`src/design/rch_pkg.sv`:
```
`timescale 1ns / 1ps
// ----------------------------------------------------------------------------
// Region color homogeneity: shared types, constants and functions
// Holds field widths, register indexes, the YCbCr conversion and the
// command/status bundles between the controller and the datapath.
// ----------------------------------------------------------------------------
package rch_pkg;

    // Color and field widths.
    localparam int COLOR_W  = 8;
    localparam int CNT_W    = 17;
    localparam int SUM_W    = 32;
    localparam int DEV_W    = 16;
    localparam int SCORE_W  = 17;
    localparam int FRAC_W   = 16;
    localparam int NUM_W    = SUM_W + FRAC_W;
    localparam int DEN_W    = 32;

    // Stream widths.
    localparam int S_DATA_W = 24;
    localparam int M_DATA_W = 40;

    // Configuration port.
    localparam int CFG_IDX_W  = 2;
    localparam int CFG_DATA_W = 8;
    localparam logic [CFG_IDX_W-1:0] REG_REF_RED   = 2'd0;
    localparam logic [CFG_IDX_W-1:0] REG_REF_GREEN = 2'd1;
    localparam logic [CFG_IDX_W-1:0] REG_REF_BLUE  = 2'd2;

    // Limits and scaling.
    localparam int MAX_PIXELS = 65536;
    localparam int FULL_SCALE = 25500;
    localparam int SCORE_MAX  = 65536;
    localparam int W_LUMA     = 70;
    localparam int W_CHROMA   = 15;

    // Divider: one quotient bit per cycle over the whole numerator.
    localparam int DIV_STEPS = NUM_W;
    localparam int STEP_W    = $clog2(DIV_STEPS);

    typedef struct packed {
        logic [COLOR_W-1:0] y;
        logic [COLOR_W-1:0] cb;
        logic [COLOR_W-1:0] cr;
    } ycc_t;

    // Controller to datapath.
    typedef struct packed {
        logic accept;   // input side may take a beat
        logic load;     // latch sum and count into the divider, clear them
        logic step;     // one division step
        logic publish;  // write the result into the output register
    } rch_cmd_t;

    // Datapath to controller.
    typedef struct packed {
        logic last_in_flight;  // a last-marked beat is still in the pipe
        logic acc_last;        // the last-marked beat is being accumulated
        logic out_valid;       // the output register holds a result
    } rch_status_t;

    // Integer BT.601 conversion with a floor shift.
    function automatic ycc_t rgb_to_ycc(input logic [COLOR_W-1:0] r,
                                        input logic [COLOR_W-1:0] g,
                                        input logic [COLOR_W-1:0] b);
        logic signed [17:0] ri;
        logic signed [17:0] gi;
        logic signed [17:0] bi;
        logic signed [17:0] ys;
        logic signed [17:0] cbs;
        logic signed [17:0] crs;
        logic signed [17:0] yf;
        logic signed [17:0] cbf;
        logic signed [17:0] crf;
        ycc_t res;
        ri  = $signed({10'b0, r});
        gi  = $signed({10'b0, g});
        bi  = $signed({10'b0, b});
        ys  = 18'sd66 * ri + 18'sd129 * gi + 18'sd25 * bi + 18'sd128;
        cbs = -18'sd38 * ri - 18'sd74 * gi + 18'sd112 * bi + 18'sd128;
        crs = 18'sd112 * ri - 18'sd94 * gi - 18'sd18 * bi + 18'sd128;
        yf  = (ys >>> 8) + 18'sd16;
        cbf = (cbs >>> 8) + 18'sd128;
        crf = (crs >>> 8) + 18'sd128;
        res.y  = yf[COLOR_W-1:0];
        res.cb = cbf[COLOR_W-1:0];
        res.cr = crf[COLOR_W-1:0];
        return res;
    endfunction

endpackage

```
`src/design/rch_ctrl.sv`:
```
`timescale 1ns / 1ps
// ----------------------------------------------------------------------------
// Region color homogeneity: controller
// Sequences streaming, divider load, the division steps and the hand-off of
// the result into the output register.
// ----------------------------------------------------------------------------
module rch_ctrl
(
    input  logic                 clk,
    input  logic                 rst_n,
    input  rch_pkg::rch_status_t status,
    output rch_pkg::rch_cmd_t    cmd
);

    localparam logic [1:0] ST_RUN  = 2'd0;
    localparam logic [1:0] ST_LOAD = 2'd1;
    localparam logic [1:0] ST_DIV  = 2'd2;
    localparam logic [1:0] ST_HOLD = 2'd3;

    logic [1:0]                   state_reg;
    logic [1:0]                   state_next;
    logic [rch_pkg::STEP_W-1:0]   step_reg;
    logic [rch_pkg::STEP_W-1:0]   step_next;

    // Next state and commands.
    always_comb
    begin
        state_next  = state_reg;
        step_next   = step_reg;
        cmd.accept  = 1'b0;
        cmd.load    = 1'b0;
        cmd.step    = 1'b0;
        cmd.publish = 1'b0;
        case (state_reg)
            ST_RUN:
            begin
                cmd.accept = ~status.last_in_flight;
                if (status.acc_last)
                begin
                    state_next = ST_LOAD;
                end
            end
            ST_LOAD:
            begin
                cmd.load   = 1'b1;
                step_next  = '0;
                state_next = ST_DIV;
            end
            ST_DIV:
            begin
                cmd.step = 1'b1;
                if (step_reg == rch_pkg::STEP_W'(rch_pkg::DIV_STEPS - 1))
                begin
                    state_next = ST_HOLD;
                end
                else
                begin
                    step_next = step_reg + 1'b1;
                end
            end
            ST_HOLD:
            begin
                // Wait until the previous result has been taken.
                if (!status.out_valid)
                begin
                    cmd.publish = 1'b1;
                    state_next  = ST_RUN;
                end
            end
            default:
            begin
                state_next = ST_RUN;
            end
        endcase
    end

    // State registers.
    always_ff @(posedge clk or negedge rst_n)
    begin
        if (!rst_n)
        begin
            state_reg <= ST_RUN;
            step_reg  <= '0;
        end
        else
        begin
            state_reg <= state_next;
            step_reg  <= step_next;
        end
    end

endmodule

```
`src/design/rch_datapath.sv`:
```
`timescale 1ns / 1ps
// ----------------------------------------------------------------------------
// Region color homogeneity: datapath
// Reference registers, the conversion and deviation pipeline, the
// accumulators, a bit-serial divider and the output register.
// ----------------------------------------------------------------------------
module rch_datapath
(
    input  logic                              clk,
    input  logic                              rst_n,
    input  logic                              s_tvalid,
    input  logic [rch_pkg::S_DATA_W-1:0]      s_tdata,
    input  logic                              s_tuser,
    input  logic                              s_tlast,
    input  logic                              cfg_we,
    input  logic [rch_pkg::CFG_IDX_W-1:0]     cfg_index,
    input  logic [rch_pkg::CFG_DATA_W-1:0]    cfg_data,
    input  rch_pkg::rch_cmd_t                 cmd,
    output rch_pkg::rch_status_t              status,
    output logic                              m_tvalid,
    input  logic                              m_tready,
    output logic [rch_pkg::M_DATA_W-1:0]      m_tdata
);

    logic [rch_pkg::COLOR_W-1:0] ref_red_reg;
    logic [rch_pkg::COLOR_W-1:0] ref_green_reg;
    logic [rch_pkg::COLOR_W-1:0] ref_blue_reg;
    rch_pkg::ycc_t               ref_ycc_reg;

    logic                        v1_reg;
    logic                        l1_reg;
    logic                        p1_reg;
    rch_pkg::ycc_t               ycc1_reg;

    logic                        v2_reg;
    logic                        l2_reg;
    logic                        p2_reg;
    logic [rch_pkg::DEV_W-1:0]   dev2_reg;

    logic [rch_pkg::SUM_W-1:0]   sum_reg;
    logic [rch_pkg::SUM_W-1:0]   sum_next;
    logic [rch_pkg::CNT_W-1:0]   count_reg;
    logic [rch_pkg::CNT_W-1:0]   count_next;

    logic [rch_pkg::DEN_W-1:0]   den_reg;
    logic [rch_pkg::DEN_W-1:0]   rem_reg;
    logic [rch_pkg::NUM_W-1:0]   quo_reg;
    logic                        zero_reg;
    logic [rch_pkg::CNT_W-1:0]   seen_reg;

    logic                        out_valid_reg;
    logic [rch_pkg::SCORE_W-1:0] score_reg;
    logic [rch_pkg::CNT_W-1:0]   pixels_reg;

    logic                        accept;
    logic [rch_pkg::COLOR_W-1:0] d_y;
    logic [rch_pkg::COLOR_W-1:0] d_cb;
    logic [rch_pkg::COLOR_W-1:0] d_cr;
    logic [rch_pkg::DEV_W-1:0]   dev;
    logic [rch_pkg::SUM_W:0]     sum_wide;
    logic [rch_pkg::DEN_W:0]     trial;
    logic [rch_pkg::DEN_W:0]     diff;
    logic                        ge;
    logic [rch_pkg::SCORE_W-1:0] score_val;

    assign accept = s_tvalid & cmd.accept;

    // Configuration registers; an index beyond the list is ignored.
    always_ff @(posedge clk or negedge rst_n)
    begin
        if (!rst_n)
        begin
            ref_red_reg   <= '0;
            ref_green_reg <= '0;
            ref_blue_reg  <= '0;
        end
        else if (cfg_we)
        begin
            case (cfg_index)
                rch_pkg::REG_REF_RED:   ref_red_reg   <= cfg_data;
                rch_pkg::REG_REF_GREEN: ref_green_reg <= cfg_data;
                rch_pkg::REG_REF_BLUE:  ref_blue_reg  <= cfg_data;
                default:                ref_red_reg   <= ref_red_reg;
            endcase
        end
    end

    // Reference color in YCbCr, refreshed every cycle.
    always_ff @(posedge clk)
    begin
        ref_ycc_reg <= rch_pkg::rgb_to_ycc(ref_red_reg, ref_green_reg, ref_blue_reg);
    end

    // Stage one: convert the incoming pixel.
    always_ff @(posedge clk or negedge rst_n)
    begin
        if (!rst_n)
        begin
            v1_reg <= 1'b0;
        end
        else
        begin
            v1_reg <= accept;
        end
    end

    always_ff @(posedge clk)
    begin
        if (accept)
        begin
            l1_reg   <= s_tlast;
            p1_reg   <= s_tuser;
            ycc1_reg <= rch_pkg::rgb_to_ycc(s_tdata[7:0], s_tdata[15:8], s_tdata[23:16]);
        end
    end

    // Stage two: weighted absolute deviation from the reference.
    always_comb
    begin
        d_y  = (ycc1_reg.y >= ref_ycc_reg.y) ? ycc1_reg.y - ref_ycc_reg.y
                                             : ref_ycc_reg.y - ycc1_reg.y;
        d_cb = (ycc1_reg.cb >= ref_ycc_reg.cb) ? ycc1_reg.cb - ref_ycc_reg.cb
                                               : ref_ycc_reg.cb - ycc1_reg.cb;
        d_cr = (ycc1_reg.cr >= ref_ycc_reg.cr) ? ycc1_reg.cr - ref_ycc_reg.cr
                                               : ref_ycc_reg.cr - ycc1_reg.cr;
        dev  = rch_pkg::DEV_W'(rch_pkg::W_LUMA) * rch_pkg::DEV_W'(d_y)
             + rch_pkg::DEV_W'(rch_pkg::W_CHROMA)
               * (rch_pkg::DEV_W'(d_cb) + rch_pkg::DEV_W'(d_cr));
    end

    always_ff @(posedge clk or negedge rst_n)
    begin
        if (!rst_n)
        begin
            v2_reg <= 1'b0;
        end
        else
        begin
            v2_reg <= v1_reg;
        end
    end

    always_ff @(posedge clk)
    begin
        if (v1_reg)
        begin
            l2_reg   <= l1_reg;
            p2_reg   <= p1_reg;
            dev2_reg <= dev;
        end
    end

    // Stage three: saturating accumulation, pixel count capped at the limit.
    always_comb
    begin
        sum_wide   = {1'b0, sum_reg} + (rch_pkg::SUM_W + 1)'(dev2_reg);
        sum_next   = sum_reg;
        count_next = count_reg;
        if (cmd.load)
        begin
            sum_next   = '0;
            count_next = '0;
        end
        else if (v2_reg && p2_reg && (count_reg < rch_pkg::CNT_W'(rch_pkg::MAX_PIXELS)))
        begin
            sum_next   = sum_wide[rch_pkg::SUM_W] ? '1 : sum_wide[rch_pkg::SUM_W-1:0];
            count_next = count_reg + 1'b1;
        end
    end

    always_ff @(posedge clk or negedge rst_n)
    begin
        if (!rst_n)
        begin
            sum_reg   <= '0;
            count_reg <= '0;
        end
        else
        begin
            sum_reg   <= sum_next;
            count_reg <= count_next;
        end
    end

    // Restoring divider, one quotient bit per step.
    always_comb
    begin
        trial = {rem_reg, quo_reg[rch_pkg::NUM_W-1]};
        ge    = (trial >= {1'b0, den_reg});
        diff  = trial - {1'b0, den_reg};
    end

    always_ff @(posedge clk)
    begin
        if (cmd.load)
        begin
            den_reg  <= rch_pkg::DEN_W'(count_reg) * rch_pkg::DEN_W'(rch_pkg::FULL_SCALE);
            rem_reg  <= '0;
            quo_reg  <= {sum_reg, {rch_pkg::FRAC_W{1'b0}}};
            zero_reg <= (count_reg == '0);
            seen_reg <= count_reg;
        end
        else if (cmd.step)
        begin
            rem_reg <= ge ? diff[rch_pkg::DEN_W-1:0] : trial[rch_pkg::DEN_W-1:0];
            quo_reg <= {quo_reg[rch_pkg::NUM_W-2:0], ge};
        end
    end

    // Score clamp; an empty region scores zero.
    always_comb
    begin
        if (zero_reg)
        begin
            score_val = '0;
        end
        else if (quo_reg > rch_pkg::NUM_W'(rch_pkg::SCORE_MAX))
        begin
            score_val = rch_pkg::SCORE_W'(rch_pkg::SCORE_MAX);
        end
        else
        begin
            score_val = quo_reg[rch_pkg::SCORE_W-1:0];
        end
    end

    // Output register.
    always_ff @(posedge clk or negedge rst_n)
    begin
        if (!rst_n)
        begin
            out_valid_reg <= 1'b0;
        end
        else if (cmd.publish)
        begin
            out_valid_reg <= 1'b1;
        end
        else if (m_tready)
        begin
            out_valid_reg <= 1'b0;
        end
    end

    always_ff @(posedge clk)
    begin
        if (cmd.publish)
        begin
            score_reg  <= score_val;
            pixels_reg <= seen_reg;
        end
    end

    assign m_tvalid = out_valid_reg;
    assign m_tdata  = {{(rch_pkg::M_DATA_W - rch_pkg::SCORE_W - rch_pkg::CNT_W){1'b0}},
                       pixels_reg, score_reg};

    assign status.last_in_flight = (v1_reg & l1_reg) | (v2_reg & l2_reg);
    assign status.acc_last       = v2_reg & l2_reg;
    assign status.out_valid      = out_valid_reg;

endmodule

```
`src/design/region_color_homogeneity.sv`:
```
`timescale 1ns / 1ps
// ----------------------------------------------------------------------------
// Region color homogeneity
// Mean weighted YCbCr deviation of a pixel region from a reference color.
// ----------------------------------------------------------------------------
// Input stream: one beat per item. s_tdata holds red, green and blue; s_tuser
// marks that the beat carries a pixel; s_tlast marks the last beat of a
// region. Pixel beats are taken one per cycle, except while a region's score is computed.
// Output stream: one beat per region, holding the score (Q1.16) and the
// number of pixels counted.
// The reference color is written through cfg_we/cfg_index/cfg_data while the
// block is idle; this binds the user, as the block itself does not enforce it.
// After a last beat the input stalls while the score is computed: two
// pipeline stages, a load step, the bit-serial divider and a publish step
// that waits until an earlier result has been taken; the result is offered
// and the next region may start in that same cycle.
// The output sits in a register; while the receiver stalls the block keeps
// taking the next region, and it waits only if that region ends before the
// earlier result has been taken.
// Reset clears the reference color, the sums and all handshake state.
// ----------------------------------------------------------------------------
module region_color_homogeneity
(
    input  logic                           clk,
    input  logic                           rst_n,
    input  logic                           s_tvalid,
    output logic                           s_tready,
    input  logic [rch_pkg::S_DATA_W-1:0]   s_tdata,   // red, green, blue
    input  logic                           s_tuser,   // pixel_present
    input  logic                           s_tlast,   // end_of_region
    output logic                           m_tvalid,
    input  logic                           m_tready,
    output logic [rch_pkg::M_DATA_W-1:0]   m_tdata,   // score, pixels_seen
    input  logic                           cfg_we,
    input  logic [rch_pkg::CFG_IDX_W-1:0]  cfg_index,
    input  logic [rch_pkg::CFG_DATA_W-1:0] cfg_data
);

    rch_pkg::rch_cmd_t    cmd;
    rch_pkg::rch_status_t status;

    rch_ctrl u_ctrl
    (
        .clk    (clk),
        .rst_n  (rst_n),
        .status (status),
        .cmd    (cmd)
    );

    rch_datapath u_datapath
    (
        .clk       (clk),
        .rst_n     (rst_n),
        .s_tvalid  (s_tvalid),
        .s_tdata   (s_tdata),
        .s_tuser   (s_tuser),
        .s_tlast   (s_tlast),
        .cfg_we    (cfg_we),
        .cfg_index (cfg_index),
        .cfg_data  (cfg_data),
        .cmd       (cmd),
        .status    (status),
        .m_tvalid  (m_tvalid),
        .m_tready  (m_tready),
        .m_tdata   (m_tdata)
    );

    assign s_tready = cmd.accept;

endmodule

```
`config.mk`:
```
export PLATFORM = sky130hd
export DESIGN_NAME = region_color_homogeneity
export DESIGN_NICKNAME = d
export VERILOG_FILES = /design/src/design/rch_pkg.sv /design/src/design/rch_ctrl.sv /design/src/design/rch_datapath.sv /design/src/design/region_color_homogeneity.sv
export SDC_FILE = /design/constraint.sdc
export NUM_CORES = 2
export LEC_CHECK = 0
export ABC_CLOCK_PERIOD_IN_PS = 10480
export BUFFER_PORTS_ARGS = -buffer_cell sky130_fd_sc_hd__buf_4
export CORE_MARGIN = 2
export CORE_UTILIZATION = 65
export CTS_CLUSTER_SIZE = 20
export DETAILED_ROUTE_END_ITERATION = 12
export MAX_ROUTING_LAYER = met4
export PLACE_DENSITY_LB_ADDON = 0.15
export SLEW_MARGIN = 20
export SYNTH_ARGS = -nofsm -noshare
export SYNTH_HDL_FRONTEND = slang
export SYNTH_SLANG_ARGS = --single-unit
```
`constraint.sdc`:
```
create_clock -name clk -period 10.48 [get_ports clk]
set_input_delay 0.524 -clock clk [delete_from_list [all_inputs] [get_ports clk]]
set_output_delay 0.524 -clock clk [all_outputs]
set_load 0.01 [all_outputs]
```
==> reports/qor.csv <==
stage,metric,value,unit
drt,ant_nets,0,
drt,wl_per_cell,17.03,um
final_layout,largest_reg_flops,48,
grt,grt_pass1_wl,132.7,mm
synth,yosysUniqueCellTypes,99,
critical_path,crit_path_end_kind,flop,
synth,synth_top_family_by_area,adder cells,
sta,period_share,0.7548,
final_layout,nFillCells,4268,
synth,synthCells,3783,
floorplanning,io_pins,83,
critical_path,critPathKind,flop to flop,
sta,setup_viol,0,
synth,synth_compound_area_frac,0.1230,
final_layout,drive_above_1_share,0.05551,
drt,drt_iter0_markers,1356,
critical_path,r2r_cells,26,
drt,wl_met1,35.22,mm
drt,viasPerCell,5.631,
sta,max_freq,0.1264,GHz
clock_network,clockBufferDepth,3,
sta,period_needed,7.910,ns
final_layout,multi_input_area,25990,um2
clock_network,clkTransAtPathRegs,0.06,ns
final_layout,nets,4950,
critical_path,r2r_end,u_datapath.dev2_reg[13],
critical_path,path_buf_inv,4,
synth,synth_mux_area_frac,0.02174,
critical_path,r2r_start,u_datapath.ycc1_reg[0],
clock_network,clk_latency,0.58,ns
synth,avgSynthCellArea,9.843,um2
hold_path,hold_start,s_tlast,
drt,routed.top_layer,met4,
grt,grt_pass1_vias,26620,
floorplanning,core,56500,um2
critical_path,start_kind,flop,
clock_network,cts_tree,yes,
hold_path,hold_end,u_datapath.l1_reg,
final_layout,seq_area,8258,um2
synth,synth_xor_area_frac,0.06445,
grt,track_usage,0.2861,
floorplanning,die-area,59220,um2
drt,wl,79.15,mm
grt,gr-total-overflow,0,
critical_path,critPathMaxFanout,11,
final_layout,syn2layout_area_growth,7.359,%
clock_network,cts_buffers,38,
final_layout,final_common_cell,ha_1,
clock_network,cts_sinks,313,
final_layout,diodes,0,
synth,async_flop_share,0.2684,
place,gp_congestion,0.9541,
critical_path,required,10.80,ns
synth,synth_simple_gate_area_share,0.07624,
drt,vias,26170,
critical_path,worst_ep_arrival_time,8.23,ns
floorplanning,rows,87,
sta,drv_slew,0,
place,hpwl,64.00,mm
critical_path,crit_top_cell,fa_1,
hold_path,min_path_type,input pin to flop,
sta,worst_pin_slew,1.150,ns
clock_network,cts_root_buf,clkbuf_16,
critical_path,startpoint,u_datapath.ycc1_reg[0],
hold_path,whs_path_depth,1,
synth,synth_flop_cell,edfxtp_1,
final_layout,utilization,0.7076,
grt,antenna_found_initial,0,
synth,netlist_area,37240,um2
floorplanning,die_x,243.4,um
final_layout,mostFrequentLayoutCells,"ha_1 (757), inv_1 (736), fa_1 (289), a21oi_1 (211), xnor2_1 (208)",
synth,ys_warn_count,0,
critical_path,max_stage_delay,0.74,ns
place,numPortBuffers,76,
grt,grt_start_max_net_pins,80,
sta,tns,0,ns
synth,synth_fa_ha_area_frac,0.4107,
drt,firstDrtPassIters,6,
flow_run,max_cap_violations,0,
sta,hold_viol,0,
synth,synth_edf_count,157,
sta,maxSlewHeadroom,0.2234,
run_status,status,completed,
critical_path,rrSetupSlack,2.57,ns
drt,met2_length,38.68,mm
floorplanning,die_y,243.4,um
sta,finalClockSkew,0.04521,ns
critical_path,critPathTopFamily,adder cells,
sta,rsz0062_at_grt,no,
drt,drc_errors,0,
synth,ys_seq_elements,313,
floorplanning,floorplan.initialDensity,0.6591,
clock_network,cts-htree-levels,2,
synth,yosysSeqAreaShare,0.2218,
critical_path,cp_slowest_cell,nor2_1,
drt,wl_met3,3.107,mm
==> repair_timing <==
item / CTS / global route
setup buffers: 0 / 0
gates resized for setup: 0 / 0
hold endpoints to repair: 44 / 0
hold buffers: 1 / 0
==> cells by family after synthesis <==
| group | Yosys count |
|---|---|
| AND/OR/NAND/NOR | 584 |
| other | 1 |
| AO/OA/AOI/OAI | 690 |
| adder cells (fa/ha/maj) | 1049 |
| multiplexers | 78 |
| flip-flops | 313 |
| XOR/XNOR | 274 |
| buffers and inverters | 794 |
==> stage by stage <==
stage / std cells / setup slack (ns) / hold slack [ns] / cell area (um2)
6_report: 4647 / 2.570 / 0.1491 / 39980
5_1_grt: 4647 / 1.884 / 0.1152 / 39980
4_1_cts: 4647 / 2.577 / 0.1175 / 39960
3_5_place_dp: 4576 / 2.554 / 0.4045 / 38610
3_3_place_gp: 4576 / 2.713 / 0.4025 / 38610
2_1_floorplan: 3788 / 3.472 / 0.2284 / 37260
==> layout make-up <==
class                           count  area share
Clock buffer                       44     0.02541
Clock inverter                     26    0.008231
Inverter                          738     0.06929
Multi-Input combinational cell   2681      0.6501
Sequential cell                   313      0.2066
Tap cell                          756     0.02366
Timing Repair Buffer               89     0.01678
==> cell usage after synthesis (all sizes together), types with 53 or more instances <==
library cell	count	area, um2
ha	759	9497
inv	736	2763
mux2i	55	550.5
fa	289	5786
o21bai	65	488.0
a21oi	213	1074
dfxtp	72	1441
a211oi	53	402.9
xnor2	208	1822
dfrtp	84	2102
nor3	53	270.3
a21o	74	556.8
edfxtp	157	4715
nor2	203	762.0
xor2	66	578.1
nand2	107	401.6
o21ai	110	565.5
==> metal layers <==
metal,global-route usage,vias to the layer above
met3,0.03117,124
li1,-,12970
met2,0.4889,492
met4,0.07037,0
met5,-,-
met1,0.3646,12590
==> worst max-delay path by stage <==
stage	slack, ns	end	depth (start not counted)
2_1_floorplan	3.47	u_datapath.dev2_reg[13]	27
5_1_grt	1.88	u_datapath.dev2_reg[12]	29
6_report	2.57	u_datapath.dev2_reg[13]	26
4_1_cts	2.58	u_datapath.dev2_reg[13]	26
3_3_place_gp	2.71	u_datapath.dev2_reg[13]	26
3_5_place_dp	2.55	u_datapath.dev2_reg[13]	26
Power is not shown: default switching activity piles up to over one toggle a cycle in this logic, so the estimate is an artifact.
